### src/rtl/spg_pkg.sv
// ----------------------------------------------------------------------------
// spg_pkg
// Shared widths, controller states and the command/status bundles that join
// the sequencer to the datapath of the swap permutation generator.
// ----------------------------------------------------------------------------
package spg_pkg;

    // Largest number of elements that can be permuted (2 .. 8)
    localparam int MAX_ELEMENTS = 8;

    // Width of one packed index in the result word
    localparam int IDX_W   = 3;
    // Width of the element count register
    localparam int CNT_W   = 4;
    // Width of the packed result word
    localparam int ORDER_W = 24;
    // Width of a position / loop index inside the stack
    localparam int LVL_W   = $clog2(MAX_ELEMENTS);

    typedef enum logic [2:0] {
        ST_IDLE,
        ST_UNW_RD,
        ST_UNW_SWAP,
        ST_ADV_RD,
        ST_ADV_SWAP,
        ST_EMIT,
        ST_EXHAUST
    } state_t;

    typedef struct packed {
        logic load_start;   // identity order, fresh loop indices
        logic set_top;      // level pointer to the deepest branching level
        logic dec_lvl;      // step one level up
        logic rd_lvl;       // hold the entry at the current level
        logic swap_sel;     // swap current level with its loop index position
        logic inc_lli;      // advance the loop index, reset deeper levels
        logic emit_perm;    // load the output register with the permutation
        logic emit_exh;     // load the output register with exhaustion
    } cmd_t;

    typedef struct packed {
        logic started;
        logic done;
        logic n_one;
        logic can_inc;
        logic lvl_zero;
        logic out_free;
    } status_t;

endpackage

### src/rtl/spg_ctrl.sv
// ----------------------------------------------------------------------------
// spg_ctrl
// Sequencer: accepts one request, walks the backtracking stack one level at
// a time and hands the result to the output register.
// ----------------------------------------------------------------------------
module spg_ctrl (
    input  logic             clk,
    input  logic             rst_n,
    input  logic             in_valid,
    input  logic             in_restart,
    output logic             in_ready,
    input  spg_pkg::status_t status,
    output spg_pkg::cmd_t    cmd
);

    spg_pkg::state_t state_reg;
    spg_pkg::state_t state_next;

    always_ff @(posedge clk or negedge rst_n)
    begin
        if (!rst_n)
        begin
            state_reg <= spg_pkg::ST_IDLE;
        end
        else
        begin
            state_reg <= state_next;
        end
    end

    always_comb
    begin
        state_next = state_reg;
        cmd        = '0;
        in_ready   = 1'b0;
        case (state_reg)
            spg_pkg::ST_IDLE:
            begin
                in_ready = 1'b1;
                if (in_valid)
                begin
                    if (in_restart || !status.started)
                    begin
                        cmd.load_start = 1'b1;
                        state_next     = spg_pkg::ST_EMIT;
                    end
                    else if (status.done || status.n_one)
                    begin
                        state_next = spg_pkg::ST_EXHAUST;
                    end
                    else
                    begin
                        cmd.set_top = 1'b1;
                        state_next  = spg_pkg::ST_UNW_RD;
                    end
                end
            end
            spg_pkg::ST_UNW_RD:
            begin
                cmd.rd_lvl = 1'b1;
                state_next = spg_pkg::ST_UNW_SWAP;
            end
            spg_pkg::ST_UNW_SWAP:
            begin
                // undo the swap of this level, then branch or climb
                cmd.swap_sel = 1'b1;
                if (status.can_inc)
                begin
                    state_next = spg_pkg::ST_ADV_RD;
                end
                else if (status.lvl_zero)
                begin
                    state_next = spg_pkg::ST_EXHAUST;
                end
                else
                begin
                    cmd.dec_lvl = 1'b1;
                    state_next  = spg_pkg::ST_UNW_RD;
                end
            end
            spg_pkg::ST_ADV_RD:
            begin
                cmd.inc_lli = 1'b1;
                cmd.rd_lvl  = 1'b1;
                state_next  = spg_pkg::ST_ADV_SWAP;
            end
            spg_pkg::ST_ADV_SWAP:
            begin
                cmd.swap_sel = 1'b1;
                state_next   = spg_pkg::ST_EMIT;
            end
            spg_pkg::ST_EMIT:
            begin
                if (status.out_free)
                begin
                    cmd.emit_perm = 1'b1;
                    state_next    = spg_pkg::ST_IDLE;
                end
            end
            spg_pkg::ST_EXHAUST:
            begin
                if (status.out_free)
                begin
                    cmd.emit_exh = 1'b1;
                    state_next   = spg_pkg::ST_IDLE;
                end
            end
            default:
            begin
                state_next = spg_pkg::ST_IDLE;
            end
        endcase
    end

endmodule

### src/rtl/spg_datapath.sv
// ----------------------------------------------------------------------------
// spg_datapath
// Working order, per-level loop indices, sequence flags, element count and
// the output register. One entry of the working order is read per cycle.
// ----------------------------------------------------------------------------
module spg_datapath (
    input  logic                          clk,
    input  logic                          rst_n,
    input  logic                          cfg_we,
    input  logic [spg_pkg::CNT_W-1:0]     cfg_wdata,
    input  spg_pkg::cmd_t                 cmd,
    output spg_pkg::status_t              status,
    input  logic                          out_ready,
    output logic                          out_valid,
    output logic [spg_pkg::ORDER_W-1:0]   out_order,
    output logic                          out_final,
    output logic                          out_exh
);

    logic [spg_pkg::CNT_W-1:0]   count_reg;
    logic [spg_pkg::IDX_W-1:0]   wo_reg  [spg_pkg::MAX_ELEMENTS];
    logic [spg_pkg::LVL_W-1:0]   lli_reg [spg_pkg::MAX_ELEMENTS];
    logic [spg_pkg::LVL_W-1:0]   lvl_reg;
    logic [spg_pkg::IDX_W-1:0]   tmp_reg;
    logic                        started_reg;
    logic                        done_reg;
    logic                        out_valid_reg;
    logic [spg_pkg::ORDER_W-1:0] out_order_reg;
    logic                        out_final_reg;
    logic                        out_exh_reg;

    logic [spg_pkg::CNT_W-1:0]   n_eff;
    logic [spg_pkg::LVL_W-1:0]   sel;
    logic [spg_pkg::LVL_W-1:0]   rd_addr;
    logic [spg_pkg::IDX_W-1:0]   rd_data;
    logic                        last;
    logic [spg_pkg::ORDER_W-1:0] order_pack;

    // saturate the count into 1 .. MAX_ELEMENTS
    always_comb
    begin
        if (count_reg == '0)
        begin
            n_eff = spg_pkg::CNT_W'(1);
        end
        else if (count_reg > spg_pkg::CNT_W'(spg_pkg::MAX_ELEMENTS))
        begin
            n_eff = spg_pkg::CNT_W'(spg_pkg::MAX_ELEMENTS);
        end
        else
        begin
            n_eff = count_reg;
        end
    end

    assign sel     = lli_reg[lvl_reg];
    assign rd_addr = cmd.swap_sel ? sel : lvl_reg;
    assign rd_data = wo_reg[rd_addr];

    always_comb
    begin
        last       = 1'b1;
        order_pack = '0;
        for (int k = 0; k < spg_pkg::MAX_ELEMENTS; k++)
        begin
            if ((spg_pkg::CNT_W'(k + 1) < n_eff) &&
                (spg_pkg::CNT_W'(lli_reg[k]) != (n_eff - spg_pkg::CNT_W'(1))))
            begin
                last = 1'b0;
            end
            if (spg_pkg::CNT_W'(k) < n_eff)
            begin
                order_pack[spg_pkg::IDX_W*k +: spg_pkg::IDX_W] = wo_reg[k];
            end
        end
    end

    always_ff @(posedge clk or negedge rst_n)
    begin
        if (!rst_n)
        begin
            count_reg <= spg_pkg::CNT_W'(4);
        end
        else if (cfg_we)
        begin
            count_reg <= cfg_wdata;
        end
    end

    // working order and loop index stack
    always_ff @(posedge clk or negedge rst_n)
    begin
        if (!rst_n)
        begin
            for (int k = 0; k < spg_pkg::MAX_ELEMENTS; k++)
            begin
                wo_reg[k]  <= spg_pkg::IDX_W'(k);
                lli_reg[k] <= '0;
            end
        end
        else if (cfg_we || cmd.emit_exh)
        begin
            for (int k = 0; k < spg_pkg::MAX_ELEMENTS; k++)
            begin
                wo_reg[k]  <= spg_pkg::IDX_W'(k);
                lli_reg[k] <= '0;
            end
        end
        else if (cmd.load_start)
        begin
            for (int k = 0; k < spg_pkg::MAX_ELEMENTS; k++)
            begin
                wo_reg[k]  <= spg_pkg::IDX_W'(k);
                lli_reg[k] <= (spg_pkg::CNT_W'(k + 1) < n_eff) ? spg_pkg::LVL_W'(k) : '0;
            end
        end
        else
        begin
            for (int k = 0; k < spg_pkg::MAX_ELEMENTS; k++)
            begin
                if (cmd.swap_sel)
                begin
                    if (spg_pkg::LVL_W'(k) == sel)
                    begin
                        wo_reg[k] <= tmp_reg;
                    end
                    else if (spg_pkg::LVL_W'(k) == lvl_reg)
                    begin
                        wo_reg[k] <= rd_data;
                    end
                end
                if (cmd.inc_lli)
                begin
                    if (spg_pkg::LVL_W'(k) == lvl_reg)
                    begin
                        lli_reg[k] <= sel + spg_pkg::LVL_W'(1);
                    end
                    else if ((spg_pkg::LVL_W'(k) > lvl_reg) &&
                             (spg_pkg::CNT_W'(k + 1) < n_eff))
                    begin
                        lli_reg[k] <= spg_pkg::LVL_W'(k);
                    end
                end
            end
        end
    end

    always_ff @(posedge clk)
    begin
        if (cmd.rd_lvl)
        begin
            tmp_reg <= rd_data;
        end
    end

    always_ff @(posedge clk or negedge rst_n)
    begin
        if (!rst_n)
        begin
            lvl_reg <= '0;
        end
        else if (cmd.set_top)
        begin
            lvl_reg <= spg_pkg::LVL_W'(n_eff - spg_pkg::CNT_W'(2));
        end
        else if (cmd.dec_lvl)
        begin
            lvl_reg <= lvl_reg - spg_pkg::LVL_W'(1);
        end
    end

    always_ff @(posedge clk or negedge rst_n)
    begin
        if (!rst_n)
        begin
            started_reg <= 1'b0;
            done_reg    <= 1'b0;
        end
        else if (cfg_we)
        begin
            started_reg <= 1'b0;
            done_reg    <= 1'b0;
        end
        else if (cmd.load_start)
        begin
            started_reg <= 1'b1;
            done_reg    <= 1'b0;
        end
        else if (cmd.emit_exh || (cmd.emit_perm && last))
        begin
            done_reg <= 1'b1;
        end
    end

    // output register: a waiting result does not block the next request
    always_ff @(posedge clk or negedge rst_n)
    begin
        if (!rst_n)
        begin
            out_valid_reg <= 1'b0;
        end
        else if (cmd.emit_perm || cmd.emit_exh)
        begin
            out_valid_reg <= 1'b1;
        end
        else if (out_ready)
        begin
            out_valid_reg <= 1'b0;
        end
    end

    always_ff @(posedge clk)
    begin
        if (cmd.emit_perm)
        begin
            out_order_reg <= order_pack;
            out_final_reg <= last;
            out_exh_reg   <= 1'b0;
        end
        else if (cmd.emit_exh)
        begin
            out_order_reg <= '0;
            out_final_reg <= 1'b0;
            out_exh_reg   <= 1'b1;
        end
    end

    assign status.started  = started_reg;
    assign status.done     = done_reg;
    assign status.n_one    = (n_eff == spg_pkg::CNT_W'(1));
    assign status.can_inc  = ((spg_pkg::CNT_W'(sel) + spg_pkg::CNT_W'(1)) < n_eff);
    assign status.lvl_zero = (lvl_reg == '0);
    assign status.out_free = !out_valid_reg || out_ready;

    assign out_valid = out_valid_reg;
    assign out_order = out_order_reg;
    assign out_final = out_final_reg;
    assign out_exh   = out_exh_reg;

endmodule

### src/rtl/swap_permutation_generator.sv
// ----------------------------------------------------------------------------
// swap_permutation_generator
// Backtracking swap-and-restore permutation generator: one ordering of the
// first element_count indices per request, as packed 3-bit indices.
// ----------------------------------------------------------------------------
//  channel   direction  payload
//  s_axis    in         tdata[0] restart
//  m_axis    out        tdata[23:0] order_indices, tlast final_one,
//                       tuser exhausted
//  cfg       in         cfg_wdata[3:0] element_count
//
//  A restart (or the first request) passes from the transfer through EMIT to
//  the result. A next request unwinds L stack levels (1 .. element_count-1),
//  each in a read state and a swap state, as the walk swaps through one read
//  port of the working order; then ADV_RD, ADV_SWAP and EMIT give the result.
//  Exhaustion goes straight to EXHAUST once the sequence is done, and follows
//  the walk through all element_count-1 levels when it runs out of levels.
//  Reset restores the identity order and element_count 4. A stalled result
//  holds in the output register while the next request is taken.
// ----------------------------------------------------------------------------
module swap_permutation_generator (
    input  logic        clk,
    input  logic        rst_n,
    input  logic        cfg_we,
    input  logic [3:0]  cfg_wdata,    // element_count
    input  logic        s_tvalid,
    output logic        s_tready,
    input  logic [7:0]  s_tdata,      // [0] restart, [7:1] zero
    output logic        m_tvalid,
    input  logic        m_tready,
    output logic [23:0] m_tdata,      // [23:0] order_indices
    output logic        m_tlast,      // final_one
    output logic        m_tuser       // exhausted
);

    spg_pkg::cmd_t    cmd;
    spg_pkg::status_t status;

    spg_ctrl u_ctrl (
        .clk        (clk),
        .rst_n      (rst_n),
        .in_valid   (s_tvalid),
        .in_restart (s_tdata[0]),
        .in_ready   (s_tready),
        .status     (status),
        .cmd        (cmd)
    );

    spg_datapath u_datapath (
        .clk       (clk),
        .rst_n     (rst_n),
        .cfg_we    (cfg_we),
        .cfg_wdata (cfg_wdata),
        .cmd       (cmd),
        .status    (status),
        .out_ready (m_tready),
        .out_valid (m_tvalid),
        .out_order (m_tdata),
        .out_final (m_tlast),
        .out_exh   (m_tuser)
    );

`ifndef SYNTHESIS
    // one request at a time: no transfer in the cycle after a transfer
    a_one_in_flight: assert property (@(posedge clk) disable iff (!rst_n)
        s_tvalid && s_tready |=> !s_tready)
        else $error("request accepted while previous one still in work");

    // an exhausted result carries no order and no final flag
    a_exh_clean: assert property (@(posedge clk) disable iff (!rst_n)
        m_tvalid && m_tuser |-> (m_tdata == '0) && !m_tlast)
        else $error("exhausted result with payload");

    // at most one of start and the two output loads per cycle
    a_cmd_excl: assert property (@(posedge clk) disable iff (!rst_n)
        $onehot0({cmd.load_start, cmd.emit_perm, cmd.emit_exh}))
        else $error("conflicting datapath commands");
`endif

endmodule
### config.mk
export PLATFORM = sky130hd
export DESIGN_NAME = swap_permutation_generator
export DESIGN_NICKNAME = d
export VERILOG_FILES = /design/src/rtl/spg_pkg.sv /design/src/rtl/spg_ctrl.sv /design/src/rtl/spg_datapath.sv /design/src/rtl/swap_permutation_generator.sv
export SDC_FILE = /design/constraint.sdc
export NUM_CORES = 1
export LEC_CHECK = 0
export BUFFER_PORTS_ARGS = -buffer_cell sky130_fd_sc_hd__buf_4
export CORE_UTILIZATION = 60
export CTS_CLUSTER_SIZE = 14
export DETAILED_ROUTE_END_ITERATION = 8
export HOLD_SLACK_MARGIN = 0.02
export PLACE_DENSITY = 0.9
export SYNTH_ARGS = -nofsm -noshare
export SYNTH_HDL_FRONTEND = slang
export SYNTH_HIERARCHICAL = 1
export SYNTH_SLANG_ARGS = --single-unit
### constraint.sdc
create_clock -name clk -period 5.45 [get_ports clk]
set_input_delay 0.2725 -clock clk [delete_from_list [all_inputs] [get_ports clk]]
set_output_delay 0.2725 -clock clk [all_outputs]
set_load 0.05 [all_outputs]
Word-level counts from Yosys, hierarchy flattened:

Index checks and enable logic that the tools add are counted.

* memories: 0
* flip-flop bits (word level): 90
* output and inout port bits: 28
* memory bits (read-only): 0
* latch bits: 0
* memory bits (writable): 0

* multipliers: 0
* $lt $le $gt $ge: 21
* bitwise gates (word level): 2
* reduce and logical (&&, ||, !) cells: 72
* divide/modulo/power cells: 0
* $add $sub $neg: 5
* eq/ne operators: 31
* shift-type cells: 0
* mux-type cells: 119

Operators by type and width (count)
* $mux W3: 73
* $mux W24: 6
* $reduce_bool A4 Y1: 16
* $reduce_and A2 Y1: 17
* $ne A3 B4 Y1: 8
* $mux W1: 31
* $eq A3 B3 Y1 const A: 8
* $bmux W3 S3: 2
* $pmux W3 S6: 1
* $logic_and A1 B1 Y1: 17
* $lt A3 B4 Y1 const A: 4
* $eq A2 B3 Y1 const A: 4
* $gt A3 B3 Y1 const A: 4
* $eq A3 B3 Y1 const B: 3
* $logic_not A3 Y1: 3
* $reduce_bool A3 Y1: 3
* $ge A4 B4 Y1 const B: 2
* $lt A1 B4 Y1 const A: 2
* $lt A2 B4 Y1 const A: 2
* $mux W2: 4
* $mux W4: 2
* $not A3 Y4: 2
* $reduce_bool A2 Y1: 4
* $eq A1 B3 Y1 const A: 2
* other kinds (19): 30

Logic depth before layout (Yosys ltp):

Gate-level depths: netlist of the first run.

* depth after elaboration: 19
* mapped depth: 19
* mapped depth without buffers: 18

Cells and area by module:

Netlist of the first run, hierarchy kept.

Modules (own cells, without submodules)
* spg_datapath: area an instance 5743.0 µm², cells an instance 618, instances 1
* spg_ctrl: area an instance 309.0 µm², cells an instance 41, instances 1

Worst setup path before layout of the first run:

OpenSTA, ideal clock, no wires.

* kind: reg-to-reg
* start: reg u_datapath/lvl_reg[1] in the netlist's numbering
* end: reg u_datapath/lvl_reg[2] in the netlist's numbering
* stages on the path, launching flop included: 19
* setup time: 129 ps
* path slack: 1847 ps
* data arrival time: 3475 ps
* data required time: 5321 ps
* cells stage by stage: dfrtp_1 -> buf_2 -> buf_1 -> mux2i_1 -> a21oi_1 -> o22ai_1 -> nor2_1 -> clkbuf_1 -> ha_1 -> ha_1 -> o21ai_0 -> nand2b_1 -> a21oi_1 -> nor4b_1 -> nor2b_1 -> nand2_1 -> xnor2_1 -> nor2_1 -> a21oi_1

RTL lines
* from (decl): RTL line spg_datapath.sv:23 `logic [spg_pkg::LVL_W-1:0] lvl_reg;`
* from (signal assigned): RTL line spg_datapath.sv:164 `lvl_reg <= spg_pkg::LVL_W'(n_eff - spg_pkg::CNT_W'(2));`
* from (signal assigned): RTL line spg_datapath.sv:168 `lvl_reg <= lvl_reg - spg_pkg::LVL_W'(1);`

==> impl_metrics.yaml, run 1 <==
setup_path:
  worstPathRequired_ns: 5.69
  slowest_stage: "dfrtp_1"
  path_cells: "mux2i_1 -> a21oi_1 -> o22ai_1 -> nor2_1 -> buf_4 -> ha_1 -> ha_1 -> o21ai_0 -> nand2b_1 -> a21oi_1 -> nor4b_1 -> nor2b_1 -> nand2_1 -> xnor2_1 -> nor2_1 -> a21oi_1"
  arrival_ns: 4.42
  crit-reg2reg-launch: "u_datapath/lvl_reg[1]"
  slowest_delay_ns: 0.79
  cpMostUsedCell: "a21oi_1"
  cp_max_fo: 18
  r2r_cells: 16
  startpoint_type: "register"
  cp-startpoint: "u_datapath/lvl_reg[1]"
  cp-end-kind: "register"
  crit_type: "reg2reg"
power_and_ir_drop:
  peakVddDrop_v: 0.000280
  power_leakage_nw: 2.74
  seq_power_share: 0.284
  p_sw_w: 0.00219
  netSwitchingFraction: 0.531
  power.total_w: 0.00413
  pwr-share-clk: 0.110
  p_int_w: 0.00194
  p_comb_frac: 0.606
  power_density_nw_per_um2: 631
floorplan:
  io_pins: 45
  die_area_um2: 10500
  start_util: 0.619
  die_w_um: 102
  coreArea_um2: 9770
  num_rows: 36
  die_h_um: 102
layout:
  seqCellArea_um2: 2400
  multi_input_comb_area_um2: 3310
  stdcell_area_um2: 6540
  syn2layout_area_growth_pct: 8.02
  final_util: 0.669
  final_common_cell: "nand2_1"
  mostFrequentLayoutCells: "nand2_1, dfrtp_1, buf_4, nor2_1, a21oi_1"
  drive_gt1_frac: 0.151
  diodes: 0
  fill_cells: 760
  nets: 706
sta:
  setup_tns_ns: 0
  grt_setup_unrepaired: "false"
  slew_viol_final: 0
  hold_viol: 8
  fin_crit_ns: 4.18
  setup_violations: 0
  hold_slack_ns: -0.0261
  period_share: 0.767
  worst_pin_slew_ns: 1.32
  slew_headroom: 0.114
  max_freq_mhz: 239
  clock_skew_ns: 0.0105
route:
  antenna_left: 0
  num_vias: 5550
  wire_per_inst_um: 21.9
  wl_um: 17700
  firstDrtPassIters: 9
  drcViolationCount: 0
  drtIter0Drc: 649
  routed_via_density: 6.87
place:
  dp.final_hpwl_um: 12600
  placed_cell_area_um2: 6340
  gp_routability_congestion: 0.966
  io_buffers: 37
logic_synthesis:
  ys.flop_type: "dfrtp_1"
  syn_area_um2: 6050
  yosysTopAreaCellShare: 0.198
  ys_warn_count: 6
  synth_cell_types: 76
  ys_top_cells_by_area: "dfrtp_1, edfxtp_1, dfstp_2"
  ys_seq_area_frac: 0.397
  async_flop_share: 0.678
  ys_ff_latch: 90
  syn_inst: 659
  synth.avg_cell_area_um2: 9.18
  synth-edff-count: 28
  syn_nets: 695
  yosysTopAreaCell: "dfrtp_1"
clocking:
  htree_levels: 3
  cts_tree: "built"
  cts_resized: 0
  cts_sinks: 90
  cts_buffer_depth: 2
  cts.clk_slew.worst_paths_ns: 0.09
  cts_setup_buffers: 0
  root_buffer: "clkbuf_8"
  hold_buffers: 0
  insertion_delay_ns: 0.37
  cts_made_buffers: 9
grt:
  grt.overflow.total: 0
  grt_max_degree: 62
  grt_antenna_before_repair: 0
  grt_usage: 0.351
  grt_pass1_vias: 5030
  grt_pass1_wl_um: 27500
outcome:
  failed_checks: "negative hold slack"
  status: "finished, violations left"
min_path:
  hp-class: "in2async"
run:
  cap_viol_max_count: 0
[worst max-delay path, delay by kind of cell (launching register included)]
family / cells / cell delay, ns
simple gates: 6 / 1.06
compound gates: 5 / 0.83
flops: 1 / 0.79
fa+ha+maj: 2 / 0.79
mux: 1 / 0.25
buf+inv: 1 / 0.20
xor+xnor: 1 / 0.14
[area by class of cell]
cell class | count | area share
repair buffers | 46 | 0.0528
inverters | 31 | 0.0178
clock buffers | 10 | 0.0195
clock inverters | 6 | 0.0101
flip-flops and latches | 90 | 0.368
multi-input cells | 492 | 0.507
well taps | 133 | 0.0255
[power by group through the flow]
stage	clock, W	combinational, W	sequential [W]
global route	0.000487	0.00265	0.00119
floorplan	0	0.00168	0.00127
global placement	0	0.00235	0.00116
CTS	0.000464	0.00241	0.00116
finish	0.000454	0.00250	0.00117
detailed placement	0	0.00239	0.00117
[Yosys cell counts, types with 14 or more instances]
library cell,count
edfxtp_1,28
dfrtp_1,48
mux2i_1,15
nand4_1,20
o22ai_1,19
clkbuf_1,29
ha_1,19
and3_1,30
nor2_1,43
xnor2_1,14
nand2_1,60
o21ai_0,28
nor2b_1,16
inv_1,29
nand3_1,23
a21oi_1,34
[worst paths after layout]
| check | to | slack [ns] |
|---|---|---|
| worst max-delay path | u_datapath/lvl_reg[2] | 1.27 |
| worst min-delay path | u_datapath/wo_reg[19] | -0.03 |
| worst max register to register | u_datapath/lvl_reg[2] | 1.27 |
| worst min register to register | u_datapath/out_exh | 0.49 |
| max in group asynchronous | u_datapath/lli_reg[6] | 4.90 |
| min in group clk | u_datapath/count_reg[3] | 0.13 |
[metal layers]
metal  GRT usage  up-vias  part of all wire
met3      0.0923       60              0.13
met4       0.158        0             0.033
met2       0.517      432              0.44
li1            -     2451                 -
met1       0.484     2607              0.40
met5           0        -                 0
[cell families (layout without fill, tap and decap cells)]
family          after synthesis  in the layout  synth area share
simple gates                248            248             0.213
compound gates              167            167             0.192
flops                        90             90             0.397
buf+inv                      77             93            0.0564
mux                          33             33            0.0657
xor+xnor                     25             25            0.0362
fa+ha+maj                    19             19            0.0393
[through the flow]
| stage | hold slack [ns] | std cells | worst slack (ns) |
|---|---|---|---|
| 2_1_floorplan | -0.0231 | 659 | 1.85 |
| 3_3_place_gp | 0.409 | 792 | 1.44 |
| 3_5_place_dp | 0.424 | 792 | 1.44 |
| 4_1_cts | 0.0270 | 808 | 1.38 |
| 5_1_grt | 0.0359 | 808 | 0.981 |
| 6_report | -0.0261 | 808 | 1.27 |
(Power assumes the default switching activity.)
==> run 2, diff against run 1 <==
- clock period: 5.45 -> 4.3 ns (I/O delays scaled with it)
==> impl_metrics.yaml, run 2 (synthesized netlist as in run 1, its figures left out) <==
grt:
  grt_pass1_vias: 5031
  grt_max_degree: 62
  grt_pass1_wl_um: 27900
  use_met1: 0.523
  met3_usage: 0.0670
  grt_util_met2: 0.544
  grt.overflow.total: 0
  grt_usage: 0.367
  grt_antenna_before_repair: 0
  grt_busiest_layer: "met2"
setup_path:
  path_cells: "buf_4 -> nand2b_1 -> a2bb2oi_1 -> a21oi_1 -> nor2_1 -> ha_1 -> inv_1 -> ha_1 -> a21boi_0 -> o21ai_0 -> nand2b_1 -> a21oi_1 -> nor4b_1 -> nor2b_2 -> nand2_1 -> xnor2_1 -> nor2_1 -> a21oi_1"
  worstPathRequired_ns: 4.58
  cp_max_fo: 9
  cp-end-kind: "register"
  cp.depth: 18
  crit-reg2reg-launch: "u_datapath/lvl_reg[0]"
  cpMostUsedCell: "a21oi_1"
  cp.buffers_inverters: 2
  slowest_delay_ns: 0.54
  crit_type: "reg2reg"
  arrival_ns: 4.21
  slowest_stage: "dfrtp_1"
  r2r_slack_ns: 0.37
  r2r_cells: 18
  critPathTopFamily: "simple AND/OR/NAND/NOR gates"
  startpoint_type: "register"
  r2r-end: "u_datapath/lvl_reg[2]"
run:
  cap_viol_max_count: 0
sta:
  hold_slack_ns: 0.0707
  fin_crit_ns: 3.93
  worst_pin_slew_ns: 1.15
  max_freq_mhz: 254
  slew_viol_final: 0
  setup_violations: 0
  slew_headroom: 0.232
  hold_viol: 0
  clock_skew_ns: 0.0171
  setup_tns_ns: 0
  period_share: 0.915
layout:
  syn2layout_area_growth_pct: 9.88
  diodes: 0
  layoutNonFillerInstCount: 822
  final_common_cell: "nand2_1"
  mostFrequentLayoutCells: "nand2_1, buf_4, dfrtp_1, nor2_1, a21oi_1"
  drive_gt1_frac: 0.170
  stdcell_area_um2: 6650
  fill_cells: 792
  nets: 720
route:
  drtIter0Drc: 579
  routed_via_density: 6.75
  wire_per_inst_um: 22.8
  firstDrtPassIters: 5
  drcViolationCount: 0
  wl_um: 18700
  num_vias: 5545
  antenna_left: 0
clocking:
  cts_setup_buffers: 0
  cts_buffer_depth: 2
  htree_levels: 3
  cts_sinks: 90
  cts_tree: "built"
  cts.clk_slew.worst_paths_ns: 0.08
  cts_made_buffers: 9
  insertion_delay_ns: 0.37
  root_buffer: "clkbuf_8"
place:
  io_buffers: 37
  dp.final_hpwl_um: 13500
  placed_cell_area_um2: 6440
  gp_routability_congestion: 0.944
  dp_cells: 805
floorplan:
  coreArea_um2: 9770
  num_rows: 36
  die_area_um2: 10500
  io_pins: 45
  start_util: 0.619
  die_h_um: 102
  die_w_um: 102
power_and_ir_drop:
  power_leakage_nw: 2.81
  peakVddDrop_v: 0.000358
  power_density_nw_per_um2: 804
outcome:
  status: "finished clean"
min_path:
  min_path_cells: 3
  hold_end: "u_datapath/count_reg[3]"
  worstHoldStart: "cfg_wdata[3]"
  hp-class: "in2reg"
-- run 2: cell types whose count changed in the layout (fill, tap and decap cells not counted) --
cell,delta
buf_4,+13
clkbuf_1,+1
clkinv_1,-1
clkinvlp_4,-1
dfrtp_1,-1
dfrtp_2,+1
dlygate4sd3_1,+1
inv_6,+1
nor2b_1,-1
nor2b_2,+1
-- run 2: report_power, final --
group          leakage, nW  internal [W]  switching, W
Clock               0.0945      0.000275      0.000312
Combinational         1.67       0.00107       0.00218
Sequential            1.04       0.00118      0.000320
-- run 2: worst reg2reg max path, stage by stage, from the launching register on --
cell       delay [ns]
dfrtp_1          0.54
buf_4            0.25
nand2b_1         0.13
a2bb2oi_1        0.32
a21oi_1          0.12
nor2_1           0.19
ha_1             0.28
inv_1            0.12
ha_1             0.29
a21boi_0         0.19
o21ai_0          0.12
nand2b_1         0.09
a21oi_1          0.08
nor4b_1          0.40
nor2b_2          0.32
nand2_1          0.09
xnor2_1          0.14
nor2_1           0.05
a21oi_1          0.14
-- run 2: worst max-delay path by stage --
stage	start	endpoint	slack, ns
3_3_place_gp	u_datapath/lvl_reg[2]	u_datapath/lvl_reg[2]	0.55
4_1_cts	u_datapath/lvl_reg[2]	u_datapath/lvl_reg[2]	0.39
5_1_grt	u_datapath/lvl_reg[0]	u_datapath/lvl_reg[2]	-0.05
6_report	u_datapath/lvl_reg[0]	u_datapath/lvl_reg[2]	0.37
3_5_place_dp	u_datapath/lvl_reg[2]	u_datapath/lvl_reg[2]	0.46
2_1_floorplan	u_datapath/lvl_reg[1]	u_datapath/lvl_reg[2]	0.70
-- run 2: area by class of cell --
type | count | area [um^2] | area share
clock buffers | 11 | 131 | 0.0198
inverters | 31 | 116 | 0.0175
multi-input cells | 492 | 3310 | 0.498
clock inverters | 5 | 63.8 | 0.00960
well taps | 133 | 166 | 0.0250
repair buffers | 60 | 453 | 0.0681
flip-flops and latches | 90 | 2400 | 0.362
-- run 2: metrics by stage --
step,total power (W),util,worst slack (ns)
after floorplan,0.00373,-,0.697
after global placement,0.00458,0.659,0.547
after detailed placement,0.00464,0.659,0.456
after CTS,0.00523,0.680,0.390
after global routing,0.00563,0.680,-0.0462
final,0.00534,0.680,0.366
-- run 2: routing by layer --
layer	vias up	routed length, um
met5	-	0
met4	0	736
met3	53	1960
met2	332	8230
li1	2492	-
met1	2668	7810
-- run 2: timing repair --
action	in CTS	in global routing
endpoints found under the hold margin	48	0
endpoints found under the setup margin	0	1
hold buffers	1	0
gates resized for setup	0	2
==> run 3, diff against run 2 <==
- clock period: 4.3 -> 4.85 ns (I/O delays scaled with it)
==> impl_metrics.yaml, run 3 (synthesized netlist as in run 1, its figures left out) <==
outcome:
  status: "finished clean"
grt:
  grt_pass1_vias: 5079
  grt_max_degree: 62
  grt_pass1_wl_um: 27800
  grt_antenna_before_repair: 0
  grt.overflow.total: 0
  grt_usage: 0.359
route:
  drcViolationCount: 0
  firstDrtPassIters: 6
  num_vias: 5576
  wire_per_inst_um: 22.4
  wl_um: 18300
  antenna_left: 0
  routed_via_density: 6.85
  drtIter0Drc: 651
sta:
  period_share: 0.860
  hold_slack_ns: 0.0792
  worst_slack_ns: 0.681
  worst_pin_slew_ns: 1.18
  fin_crit_ns: 4.17
  setup_tns_ns: 0
  slew_headroom: 0.212
  hold_viol: 0
  setup_violations: 0
  clock_skew_ns: 0.0132
  max_freq_mhz: 240
  grt_setup_unrepaired: "false"
  slew_viol_final: 0
setup_path:
  critPathTopFamily: "simple AND/OR/NAND/NOR gates"
  path_cells: "mux4_2 -> mux2i_4 -> inv_2 -> ha_1 -> ha_1 -> ha_1 -> o21ai_0 -> nand2b_1 -> a21oi_1 -> nor4b_1 -> nor2b_1 -> nand2_1 -> xnor2_1 -> nor2_1 -> a21oi_1"
  r2r-end: "u_datapath/lvl_reg[2]"
  cp_max_fo: 13
  worstPathRequired_ns: 5.16
  cp.buffers_inverters: 1
  r2r_cells: 15
  slowest_stage: "dfrtp_1"
  cpMostUsedCell: "ha_1"
  r2r_slack_ns: 0.68
  crit_type: "reg2reg"
  cp-end-kind: "register"
  slowest_delay_ns: 0.72
  arrival_ns: 4.48
  startpoint_type: "register"
  crit-reg2reg-launch: "u_datapath/lvl_reg[0]"
clocking:
  cts_made_buffers: 9
  cts_sinks: 90
  cts_tree: "built"
  insertion_delay_ns: 0.38
  root_buffer: "clkbuf_8"
  htree_levels: 3
  cts_buffer_depth: 2
  cts_resized: 0
  cts.clk_slew.worst_paths_ns: 0.09
layout:
  mostFrequentLayoutCells: "nand2_1, buf_4, dfrtp_1, nor2_1, a21oi_1"
  nets: 712
  layoutNonFillerInstCount: 814
  drive_gt1_frac: 0.160
  syn2layout_area_growth_pct: 8.89
  final_common_cell: "nand2_1"
  diodes: 0
power_and_ir_drop:
  power_density_nw_per_um2: 710
  peakVddDrop_v: 0.000387
  power_leakage_nw: 2.78
place:
  place_ws_ns: 0.800
  dp_cells: 797
  io_buffers: 37
  gp_routability_congestion: 0.976
  dp.final_hpwl_um: 13100
floorplan:
  io_pins: 45
  start_util: 0.619
  coreArea_um2: 9770
  die_h_um: 102
  die_area_um2: 10500
  die_w_um: 102
  num_rows: 36
min_path:
  worstHoldStart: "cfg_wdata[3]"
  hold_end: "u_datapath/count_reg[3]"
  hp-class: "in2reg"
  min_path_cells: 3
run:
  cap_viol_max_count: 0
## run 3: cell count changes in the layout (fill, tap and decap cells not counted), sizes merged
cell / previous run / this run
buf: 59 / 51
clkbuf: 11 / 9
clkinv: 2 / 4
clkinvlp: 1 / 0
inv: 32 / 33
## run 3: repair_timing
action / 4_1_cts / 5_1_grt
buffers inserted: 0 / 0
endpoints found under the hold margin: 48 / 0
hold buffers: 1 / 0
## run 3: worst reg2reg max path: stages (launching register included)
cell	delay, ns
dfrtp_1	0.72
mux4_2	0.64
mux2i_4	0.31
inv_2	0.07
ha_1	0.22
ha_1	0.40
ha_1	0.34
o21ai_0	0.08
nand2b_1	0.09
a21oi_1	0.08
nor4b_1	0.36
nor2b_1	0.35
nand2_1	0.12
xnor2_1	0.14
nor2_1	0.05
a21oi_1	0.12
## run 3: report_power, final
part / switching [W] / total, W / internal (W)
Sequential: 0.000278 / 0.00133 / 0.00105
Combinational: 0.00191 / 0.00282 / 0.000909
Clock: 0.000288 / 0.000531 / 0.000243
Total: 0.00248 / 0.00468 / 0.00220
## run 3: metal layers
layer,vias to the layer above,routed length [um],GRT usage,share of wire
li1,2466,-,-,-
met1,2662,7540,0.510,0.41
met2,411,8120,0.536,0.44
met3,37,2140,0.0616,0.12
met4,0,468,0.162,0.026
met5,-,0,0,0
## run 3: how the worst max path moves through the flow
| stage | startpoint | end | cells past startpoint |
|---|---|---|---|
| after CTS | u_datapath/lvl_reg[0] | u_datapath/lvl_reg[2] | 15 |
| after detailed placement | u_datapath/lvl_reg[0] | u_datapath/lvl_reg[2] | 15 |
| after global routing | u_datapath/lvl_reg[0] | u_datapath/lvl_reg[2] | 17 |
| after floorplan | u_datapath/lvl_reg[1] | u_datapath/lvl_reg[2] | 18 |
| after global placement | u_datapath/lvl_reg[0] | u_datapath/lvl_reg[2] | 15 |
| final | u_datapath/lvl_reg[0] | u_datapath/lvl_reg[2] | 15 |
## run 3: cell type report
class	instances	area, um^2
clock buffers	9	124
clock inverters	7	75.1
fillers	791	3180
inverters	31	116
multi-input cells	492	3310
flip-flops and latches	90	2400
well taps	133	166
repair buffers	52	393
## run 3: stage by stage
step / utilization / power (W) / area (um^2)
floorplan: - / 0.00331 / 6050
global placement: 0.653 / 0.00397 / 6380
detailed placement: 0.653 / 0.00403 / 6380
CTS: 0.674 / 0.00458 / 6590
global route: 0.674 / 0.00489 / 6590
finish: 0.674 / 0.00468 / 6590
